`src/selu_pkg.sv`:
```
// Types, codes and default limits of the shared/exclusive lock unit.
package selu_pkg;

  localparam int unsigned DEF_ID_BITS       = 8;
  localparam int unsigned DEF_MAX_SHARERS   = 255;
  localparam int unsigned DEF_MAX_RECURSION = 255;
  localparam int unsigned DEF_MAX_WAITERS   = 255;

  localparam int unsigned REQ_ID_W = 8;
  localparam int unsigned HOLD_W   = 9;
  localparam int unsigned HOLD_MAX = 511;

  localparam logic [2:0] MODE_SHARED    = 3'd0;
  localparam logic [2:0] MODE_EXCLUSIVE = 3'd1;
  localparam logic [2:0] MODE_UPGRADE   = 3'd2;
  localparam logic [2:0] MODE_DOWNGRADE = 3'd3;
  localparam logic [2:0] MODE_RELEASE   = 3'd4;
  localparam logic [2:0] MODE_DRAIN     = 3'd5;

  localparam logic [1:0] ST_DONE  = 2'd0;
  localparam logic [1:0] ST_BUSY  = 2'd1;
  localparam logic [1:0] ST_WAIT  = 2'd2;
  localparam logic [1:0] ST_FAULT = 2'd3;

  localparam logic [2:0] FLT_NONE          = 3'd0;
  localparam logic [2:0] FLT_UPG_UNSHARED  = 3'd1;
  localparam logic [2:0] FLT_DOWN_UNOWNED  = 3'd2;
  localparam logic [2:0] FLT_REL_NONOWNER  = 3'd3;
  localparam logic [2:0] FLT_REL_UNLOCKED  = 3'd4;
  localparam logic [2:0] FLT_BAD_OP        = 3'd5;

  localparam logic [1:0] LOCK_FREE   = 2'd0;
  localparam logic [1:0] LOCK_SHARED = 2'd1;
  localparam logic [1:0] LOCK_EXCL   = 2'd2;

  // Flag register bit positions.
  localparam int unsigned FB_HAVE    = 0;
  localparam int unsigned FB_WEXCL   = 1;
  localparam int unsigned FB_WUPG    = 2;
  localparam int unsigned FB_WDRAIN  = 3;
  localparam int unsigned FB_DRAINED = 4;
  localparam int unsigned FLAG_W     = 5;

  typedef struct packed {
    logic [2:0]          mode;
    logic [REQ_ID_W-1:0] requester;
    logic                nowait;
    logic                retry;
  } req_t;

  typedef struct packed {
    logic [1:0]          status;
    logic [2:0]          fault_kind;
    logic                wake_all;
    logic                boost_owner;
    logic [REQ_ID_W-1:0] boost_target;
    logic                unboost;
    logic [1:0]          lock_state;
    logic [HOLD_W-1:0]   hold_count;
    logic                drained;
  } rsp_t;

endpackage

```
`src/shared_exclusive_lock_unit.sv`:
```
// Top level of the shared/exclusive lock unit.
// A reader/writer lock for one lock object, with writer preference, recursive exclusive
// ownership, upgrade, downgrade, release and drain. A request passes through an input
// register and is decided against the lock state combinationally, its response landing in
// an output register; one request is taken every cycle while no stalled response blocks
// it, and its response is presented from the output register. The input register moves
// on whenever the output register is empty or its response is taken in the same cycle,
// so only a response held by a stall blocks the next request.
module shared_exclusive_lock_unit #(
  parameter int unsigned ID_BITS       = selu_pkg::DEF_ID_BITS,
  parameter int unsigned MAX_SHARERS   = selu_pkg::DEF_MAX_SHARERS,
  parameter int unsigned MAX_RECURSION = selu_pkg::DEF_MAX_RECURSION,
  parameter int unsigned MAX_WAITERS   = selu_pkg::DEF_MAX_WAITERS
) (
  input  logic           clk_i,
  input  logic           rst_ni,
  input  logic           in_valid_i,
  output logic           in_stall_o,
  input  selu_pkg::req_t in_req_i,
  output logic           out_valid_o,
  input  logic           out_stall_i,
  output selu_pkg::rsp_t out_rsp_o
);
  import selu_pkg::*;

  localparam int unsigned IdW  = (ID_BITS < REQ_ID_W) ? ID_BITS : REQ_ID_W;
  localparam int unsigned ShW  = $clog2(MAX_SHARERS + 1);
  localparam int unsigned RcW  = $clog2(MAX_RECURSION + 1);
  localparam int unsigned WtW  = $clog2(MAX_WAITERS + 1);
  localparam int unsigned SumW = ((ShW > RcW) ? ShW : RcW) + 1;

  logic              stage_vld_q;
  req_t              req_q;
  logic              out_vld_q;
  rsp_t              rsp_q;
  logic              advance;

  logic [FLAG_W-1:0] flags_q, flags_d;
  logic [ShW-1:0]    share_q, share_d;
  logic [RcW-1:0]    depth_q, depth_d;
  logic [WtW-1:0]    waiters_q, waiters_d;
  logic [IdW-1:0]    owner_q, owner_d;
  logic              ovalid_q, ovalid_d;

  logic [IdW-1:0]    id;
  logic              can_wait;
  logic              faulted;
  logic [SumW-1:0]   hold_sum;
  rsp_t              rsp_d;

  assign advance    = stage_vld_q && (!out_vld_q || !out_stall_i);
  assign in_stall_o = stage_vld_q && !advance;
  assign id         = IdW'(req_q.requester);
  assign can_wait   = req_q.retry || (waiters_q < WtW'(MAX_WAITERS));

  always_comb begin
    flags_d   = flags_q;
    share_d   = share_q;
    depth_d   = depth_q;
    waiters_d = waiters_q;
    owner_d   = owner_q;
    ovalid_d  = ovalid_q;
    faulted   = 1'b0;
    rsp_d     = '0;

    unique case (req_q.mode)
      MODE_SHARED: begin
        if (flags_q[FB_HAVE] || flags_q[FB_WEXCL] || flags_q[FB_WDRAIN]) begin
          if (!req_q.nowait && can_wait) begin
            rsp_d.status      = ST_WAIT;
            rsp_d.boost_owner = ovalid_q;
            if (!req_q.retry) waiters_d = waiters_q + 1'b1;
          end else begin
            rsp_d.status = ST_BUSY;
            if (req_q.retry && waiters_q != '0) waiters_d = waiters_q - 1'b1;
          end
        end else begin
          if (share_q >= ShW'(MAX_SHARERS)) rsp_d.status = ST_BUSY;
          else share_d = share_q + 1'b1;
          if (req_q.retry && waiters_q != '0) waiters_d = waiters_q - 1'b1;
        end
      end
      MODE_EXCLUSIVE: begin
        if (ovalid_q && flags_q[FB_HAVE] && owner_q == id) begin
          if (depth_q >= RcW'(MAX_RECURSION)) rsp_d.status = ST_BUSY;
          else depth_d = depth_q + 1'b1;
          if (req_q.retry && waiters_q != '0) waiters_d = waiters_q - 1'b1;
        end else begin
          if (!req_q.retry) flags_d[FB_WEXCL] = 1'b1;
          if (share_q != '0 || flags_q[FB_HAVE]) begin
            if (!req_q.nowait && can_wait) begin
              rsp_d.status      = ST_WAIT;
              rsp_d.boost_owner = ovalid_q;
              if (!req_q.retry) waiters_d = waiters_q + 1'b1;
            end else begin
              flags_d[FB_WEXCL] = 1'b0;
              rsp_d.status      = ST_BUSY;
              if (req_q.retry && waiters_q != '0) waiters_d = waiters_q - 1'b1;
            end
          end else begin
            flags_d[FB_WEXCL] = 1'b0;
            flags_d[FB_WUPG]  = 1'b0;
            flags_d[FB_HAVE]  = 1'b1;
            owner_d           = id;
            ovalid_d          = 1'b1;
            depth_d           = RcW'(1);
            if (req_q.retry && waiters_q != '0) waiters_d = waiters_q - 1'b1;
          end
        end
      end
      MODE_UPGRADE: begin
        if (!req_q.retry && share_q == '0) begin
          faulted          = 1'b1;
          rsp_d.fault_kind = FLT_UPG_UNSHARED;
        end else if (!req_q.retry && flags_q[FB_WUPG]) begin
          rsp_d.status = ST_BUSY;
        end else begin
          if (!req_q.retry) begin
            share_d           = share_q - 1'b1;
            flags_d[FB_WEXCL] = 1'b1;
            flags_d[FB_WUPG]  = 1'b1;
          end
          if (share_d != '0 || flags_q[FB_HAVE]) begin
            if (!req_q.nowait && can_wait) begin
              rsp_d.status = ST_WAIT;
              if (!req_q.retry) waiters_d = waiters_q + 1'b1;
            end else begin
              if (share_d < ShW'(MAX_SHARERS)) share_d = share_d + 1'b1;
              flags_d[FB_WEXCL] = 1'b0;
              flags_d[FB_WUPG]  = 1'b0;
              rsp_d.status      = ST_BUSY;
              if (req_q.retry && waiters_q != '0) waiters_d = waiters_q - 1'b1;
            end
          end else begin
            flags_d[FB_WEXCL] = 1'b0;
            flags_d[FB_WUPG]  = 1'b0;
            flags_d[FB_HAVE]  = 1'b1;
            owner_d           = id;
            ovalid_d          = 1'b1;
            depth_d           = RcW'(1);
            if (req_q.retry && waiters_q != '0) waiters_d = waiters_q - 1'b1;
          end
        end
      end
      MODE_DOWNGRADE: begin
        if (!flags_q[FB_HAVE] || !ovalid_q || owner_q != id) begin
          faulted          = 1'b1;
          rsp_d.fault_kind = FLT_DOWN_UNOWNED;
        end else begin
          flags_d[FB_HAVE] = 1'b0;
          ovalid_d         = 1'b0;
          owner_d          = '0;
          depth_d          = '0;
          share_d          = ShW'(1);
          rsp_d.unboost    = 1'b1;
          rsp_d.wake_all   = (waiters_q != '0);
        end
      end
      MODE_RELEASE: begin
        if (flags_q[FB_HAVE]) begin
          if (!ovalid_q || owner_q != id) begin
            faulted          = 1'b1;
            rsp_d.fault_kind = FLT_REL_NONOWNER;
          end else begin
            if (depth_q != '0) depth_d = depth_q - 1'b1;
            if (depth_d == '0) begin
              flags_d[FB_HAVE] = 1'b0;
              ovalid_d         = 1'b0;
              owner_d          = '0;
              rsp_d.unboost    = 1'b1;
              rsp_d.wake_all   = (waiters_q != '0);
            end
          end
        end else if (share_q != '0) begin
          share_d = share_q - 1'b1;
          if (share_d == '0 && waiters_q != '0) rsp_d.wake_all = 1'b1;
        end else begin
          faulted          = 1'b1;
          rsp_d.fault_kind = FLT_REL_UNLOCKED;
        end
        if (!faulted && flags_d[FB_WDRAIN] && share_d == '0 && depth_d == '0) begin
          flags_d[FB_WDRAIN]  = 1'b0;
          flags_d[FB_DRAINED] = 1'b1;
          rsp_d.wake_all      = 1'b1;
        end
      end
      MODE_DRAIN: begin
        if (!req_q.retry) flags_d[FB_WDRAIN] = 1'b1;
        if (share_q != '0 || depth_q != '0) begin
          if (!req_q.nowait && can_wait) begin
            rsp_d.status = ST_WAIT;
            if (!req_q.retry) waiters_d = waiters_q + 1'b1;
          end else begin
            flags_d[FB_WDRAIN] = 1'b0;
            rsp_d.status       = ST_BUSY;
            if (req_q.retry && waiters_q != '0) waiters_d = waiters_q - 1'b1;
          end
        end else begin
          flags_d[FB_WDRAIN]  = 1'b0;
          flags_d[FB_DRAINED] = 1'b1;
          if (req_q.retry && waiters_q != '0) waiters_d = waiters_q - 1'b1;
        end
      end
      default: begin
        faulted          = 1'b1;
        rsp_d.fault_kind = FLT_BAD_OP;
      end
    endcase

    if (faulted) begin
      flags_d   = flags_q;
      share_d   = share_q;
      depth_d   = depth_q;
      waiters_d = waiters_q;
      owner_d   = owner_q;
      ovalid_d  = ovalid_q;
      rsp_d     = '0;
      rsp_d.status     = ST_FAULT;
      rsp_d.fault_kind = (req_q.mode == MODE_UPGRADE)   ? FLT_UPG_UNSHARED :
                         (req_q.mode == MODE_DOWNGRADE) ? FLT_DOWN_UNOWNED :
                         (req_q.mode == MODE_RELEASE)   ?
                           (flags_q[FB_HAVE] ? FLT_REL_NONOWNER : FLT_REL_UNLOCKED) :
                         FLT_BAD_OP;
    end

    rsp_d.boost_target = rsp_d.boost_owner ? REQ_ID_W'(owner_d) : '0;
    rsp_d.lock_state   = flags_d[FB_HAVE] ? LOCK_EXCL :
                         ((share_d != '0) ? LOCK_SHARED : LOCK_FREE);
    hold_sum           = SumW'(share_d) + SumW'(depth_d);
    rsp_d.hold_count   = (32'(hold_sum) > HOLD_MAX) ? HOLD_W'(HOLD_MAX) : HOLD_W'(hold_sum);
    rsp_d.drained      = flags_d[FB_DRAINED];
  end

  always_ff @(posedge clk_i or negedge rst_ni) begin
    if (!rst_ni) begin
      stage_vld_q <= 1'b0;
      out_vld_q   <= 1'b0;
      flags_q     <= '0;
      share_q     <= '0;
      depth_q     <= '0;
      waiters_q   <= '0;
      owner_q     <= '0;
      ovalid_q    <= 1'b0;
    end else begin
      if (!in_stall_o) begin
        stage_vld_q <= in_valid_i;
      end
      if (advance) begin
        out_vld_q <= 1'b1;
        flags_q   <= flags_d;
        share_q   <= share_d;
        depth_q   <= depth_d;
        waiters_q <= waiters_d;
        owner_q   <= owner_d;
        ovalid_q  <= ovalid_d;
      end else if (!out_stall_i) begin
        out_vld_q <= 1'b0;
      end
    end
  end

  always_ff @(posedge clk_i) begin
    if (in_valid_i && !in_stall_o) begin
      req_q <= in_req_i;
    end
    if (advance) begin
      rsp_q <= rsp_d;
    end
  end

  assign out_valid_o = out_vld_q;
  assign out_rsp_o   = rsp_q;

endmodule

```
`config.mk`:
```
export PLATFORM = sky130hd
export DESIGN_NAME = shared_exclusive_lock_unit
export DESIGN_NICKNAME = d
export VERILOG_FILES = /design/src/selu_pkg.sv /design/src/shared_exclusive_lock_unit.sv
export SDC_FILE = /design/constraint.sdc
export NUM_CORES = 1
export LEC_CHECK = 0
export ABC_CLOCK_PERIOD_IN_PS = 9850
export BUFFER_PORTS_ARGS = -buffer_cell sky130_fd_sc_hd__buf_2
export CELL_PAD_IN_SITES_DETAIL_PLACEMENT = 0
export CELL_PAD_IN_SITES_GLOBAL_PLACEMENT = 1
export CORE_ASPECT_RATIO = 2
export CORE_MARGIN = 2
export CORE_UTILIZATION = 43
export DETAILED_ROUTE_END_ITERATION = 8
export GPL_TIMING_DRIVEN = 0
export PLACE_DENSITY_LB_ADDON = 0.1
export SLEW_MARGIN = 20
export SYNTH_ARGS = -nofsm -noshare
export SYNTH_HDL_FRONTEND = slang
export SYNTH_SLANG_ARGS = --single-unit
```
`constraint.sdc`:
```
create_clock -name clk_i -period 9.85 [get_ports clk_i]
set_input_delay 0.4925 -clock clk_i [delete_from_list [all_inputs] [get_ports clk_i]]
set_output_delay 0.4925 -clock clk_i [all_outputs]
set_load 0.02 [all_outputs]
```
==> run_results.csv <==
group,metric,value,unit
power_and_ir_drop,pwr-share-seq,26.5,%
drt,route.detailed.drc,0,
floorplan,die_area,15800,sq um
cts,cts_hold_buf,0,
sta,relSlewSlack,25.0,%
drt,viasPerCell,6.43,
yosys,ys_seq_area_share,35.1,%
placed_design,place_ws,4320,ps
power_and_ir_drop,clkPwrFrac,19.9,%
power_and_ir_drop,power_density,262,nW/um^2
drt,wl_per_cell,24.0,um
drt,ant_nets,0,
floorplan,fp.coreArea,14400,sq um
sta,timing.final.crit_share,58.0,%
drt,vias,6519,
yosys,synth_seq_cells,81,
sta,setup_viol,0,
cts,cts.sinks,81,
final_layout,nFillCells,1451,
yosys,ys.flop_type,"edfxtp_1",
final_layout,n_antenna_cell,0,
sta,fin_skew,13.2,ps
grt,grt_overflow,0,
grt,antenna_found_initial,0,
cts,post_cts_buffers,0,
floorplan,die_height,176,um
sta,fin_crit,5710,ps
drt,drtIter0Drc,612,
power_and_ir_drop,p_switching,884,uW
yosys,synth_cell_types,83,
placed_design,portBuffers,46,
floorplan,dieWidth,89.9,um
critical_path,end_kind,"flop",
drt,drt_wl_total,24400,um
cts,cts_resized,0,
power_and_ir_drop,internal_power,995,uW
final_layout,drive_gt1_share,13.4,%
sta,worst_slack,4140,ps
critical_path,critPathLaunchType,"flop",
grt,grt_pass1_vias,6501,
grt,grt_pass1_wl,36900,um
yosys,syn_avg_cell_area,8.37,sq um
final_layout,final_core_util,49.8,%
sta,final-hold-violation-count,0,
flow_run,drv_cap,0,
cts,cts-root-buf,"clkbuf_16",
floorplan,start_util,44.0,%
critical_path,critPathKind,"flop to flop",
placed_design,dpl-instance-area,6850,sq um
min_path,hold_class,"primary input to asynchronous set/reset pin",
floorplan,io_pins,47,
sta,finalSetupTns,0,ps
cts,cts_buffer_depth,2,
sta,worst_pin_slew,1120,ps
power_and_ir_drop,swShare,47.0,%
final_layout,layout.nets,854,
power_and_ir_drop,leakage,2.83,nW
cts,numCtsBuffers,9,
final_layout,design_area,7180,sq um
yosys,synth_edf_count,41,
critical_path,cp.arrival,5810,ps
cts,path_clk_slew,70,ps
power_and_ir_drop,pwr-share-comb,53.6,%
yosys,async_reset_ff_share,49.4,%
cts,htree_num_levels,3,
sta,rsz0062_at_grt,"no",
yosys,syn_area,6350,sq um
cts,cts_tree,"built",
final_layout,area.growth.synth_to_final,13.1,%
power_and_ir_drop,power,1.88,mW
power_and_ir_drop,irDropWorstVdd,0.137,mV
cts,clk_latency,360,ps
placed_design,hpwlAfterDp,18800,um
grt,grt_max_degree,41,
critical_path,crit_required,9950,ps
critical_path,critPathMaxFanout,10,
yosys,syn_nets,796,
sta,final_max_slew_viol_count,0,
placed_design,gp_congestion,0.958,
drt,drtPass1Iterations,6,
outcome,status,"complete, no violations",
floorplan,num_rows,62,
grt,grt_usage,30.7,%
sta,clock.fmax,175,MHz
yosys,syn_inst,759,
yosys,yosys_warnings,0,
==> power by group through the flow <==
stage	registers, mW	clock network [mW]	logic [mW]
5_1_grt	0.506	0.393	1.08
3_3_place_gp	0.499	0	0.963
4_1_cts	0.496	0.380	0.986
3_5_place_dp	0.501	0	0.981
6_report	0.497	0.374	1.01
2_1_floorplan	0.515	0	0.660
==> metal layers <==
layer	part of all wire (%)	track usage [%]	up-vias
met5	0	0	-
li1	-	-	2971
met1	35	30.4	3105
met2	52	57.3	340
met4	8.7	23.8	0
met3	4.3	3.65	103
==> synth_stat cells, types with 16 or more instances <==
master / instances / share of area, %
nor3_1: 33 / 2.6
dfrtp_1: 40 / 16
nand4_1: 16 / 1.6
xnor2_1: 24 / 3.3
o21ai_0: 54 / 4.3
clkbuf_1: 40 / 2.4
ha_1: 19 / 3.7
a21oi_1: 47 / 3.7
nor2_1: 71 / 4.2
edfxtp_1: 41 / 19
nand3_1: 25 / 2.0
inv_1: 29 / 1.7
nand2_1: 63 / 3.7
==> kinds of logic after synthesis <==
kind of cell | synth area share, %
AO/OA/AOI/OAI | 24.4
XOR/XNOR | 4.14
adder cells (fa/ha/maj) | 4.06
buffers and inverters | 5.10
flip-flops | 35.1
multiplexers | 2.05
AND/OR/NAND/NOR | 25.1
==> cells in the final DEF (no fill, tap or decap), drive strengths merged, types with 6 or more instances in the layout <==
| cell | synthesis | layout |
|---|---|---|
| a211oi | 10 | 10 |
| a21oi | 48 | 48 |
| a22o | 11 | 11 |
| a22oi | 11 | 11 |
| a31oi | 12 | 12 |
| and2 | 7 | 7 |
| and3 | 9 | 9 |
| and4 | 6 | 6 |
| buf | 13 | 60 |
| clkbuf | 40 | 49 |
| dfrtp | 40 | 40 |
| edfxtp | 41 | 41 |
| ha | 19 | 19 |
| inv | 29 | 32 |
| mux2 | 8 | 8 |
| nand2 | 63 | 63 |
| nand2b | 10 | 10 |
| nand3 | 26 | 26 |
| nand4 | 16 | 16 |
| nor2 | 72 | 72 |
| nor2b | 8 | 8 |
| nor3 | 35 | 35 |
| nor4 | 9 | 9 |
| o211ai | 7 | 7 |
| o21ai | 56 | 56 |
| o21bai | 6 | 6 |
| o22ai | 11 | 11 |
| or2 | 6 | 6 |
| or3 | 7 | 7 |
| or4 | 11 | 11 |
| xnor2 | 24 | 24 |
| xor2 | 6 | 6 |
==> critical path: stages, from the launching register on <==
cell and delay (ps):
dfrtp_1 430, clkbuf_1 280, inv_1 150, ha_1 230
clkbuf_1 480, nand2b_1 270, xor2_1 230, o21ai_0 110
a22o_1 200, nor4_1 660, o31ai_1 250, o21ai_0 640
inv_1 140, ha_1 380, a21oi_1 190, nor2_1 60
nor2_1 160, o21bai_1 90, a21oi_1 230, nor2b_1 70
o21ai_0 140, nand2b_1 70
==> final timing paths <==
kind / startpoint / end / slack [ps] / cells past startpoint
max: share_q[0] / out_rsp_o[9] / 4140 / 21
min: rst_ni / depth_q[5] / 150 / 1
max reg2reg: share_q[0] / out_rsp_o[9] / 4140 / 21
min reg2reg: flags_q[4] / flags_q[4] / 500 / 2
max in group asynchronous: rst_ni / owner_q[6] / 9270 / 1
min in group clk_i: in_req_i[12] / req_q[12] / 310 / 1
==> sequential cells by signal, summed over array words and instances (netlist names) <==
register	count
owner_q	8
waiters_q	8
ovalid_q	1
depth_q	8
id	8
flags_q	5
stage_vld_q	1
out_rsp_o	28
share_q	8
req_q	5
out_valid_o	1
==> metrics by stage <==
stage | hold slack (ps) | cells
after floorplan | 197 | 759
after global placement | 457 | 997
after detailed placement | 485 | 998
after CTS | 310 | 1014
after global routing | 201 | 1014
final | 153 | 1014
==> area by class of cell <==
class	instances	area [sq um]	share of cell area [%]
Buffer	53	213	2.96
Clock buffer	9	225	3.14
Clock inverter	7	98.8	1.38
Inverter	30	113	1.57
Multi-Input combinational cell	595	3810	53.0
Sequential cell	81	2230	31.1
Tap cell	192	240	3.35
Timing Repair Buffer	47	253	3.52
(Power assumes the default switching activity.)
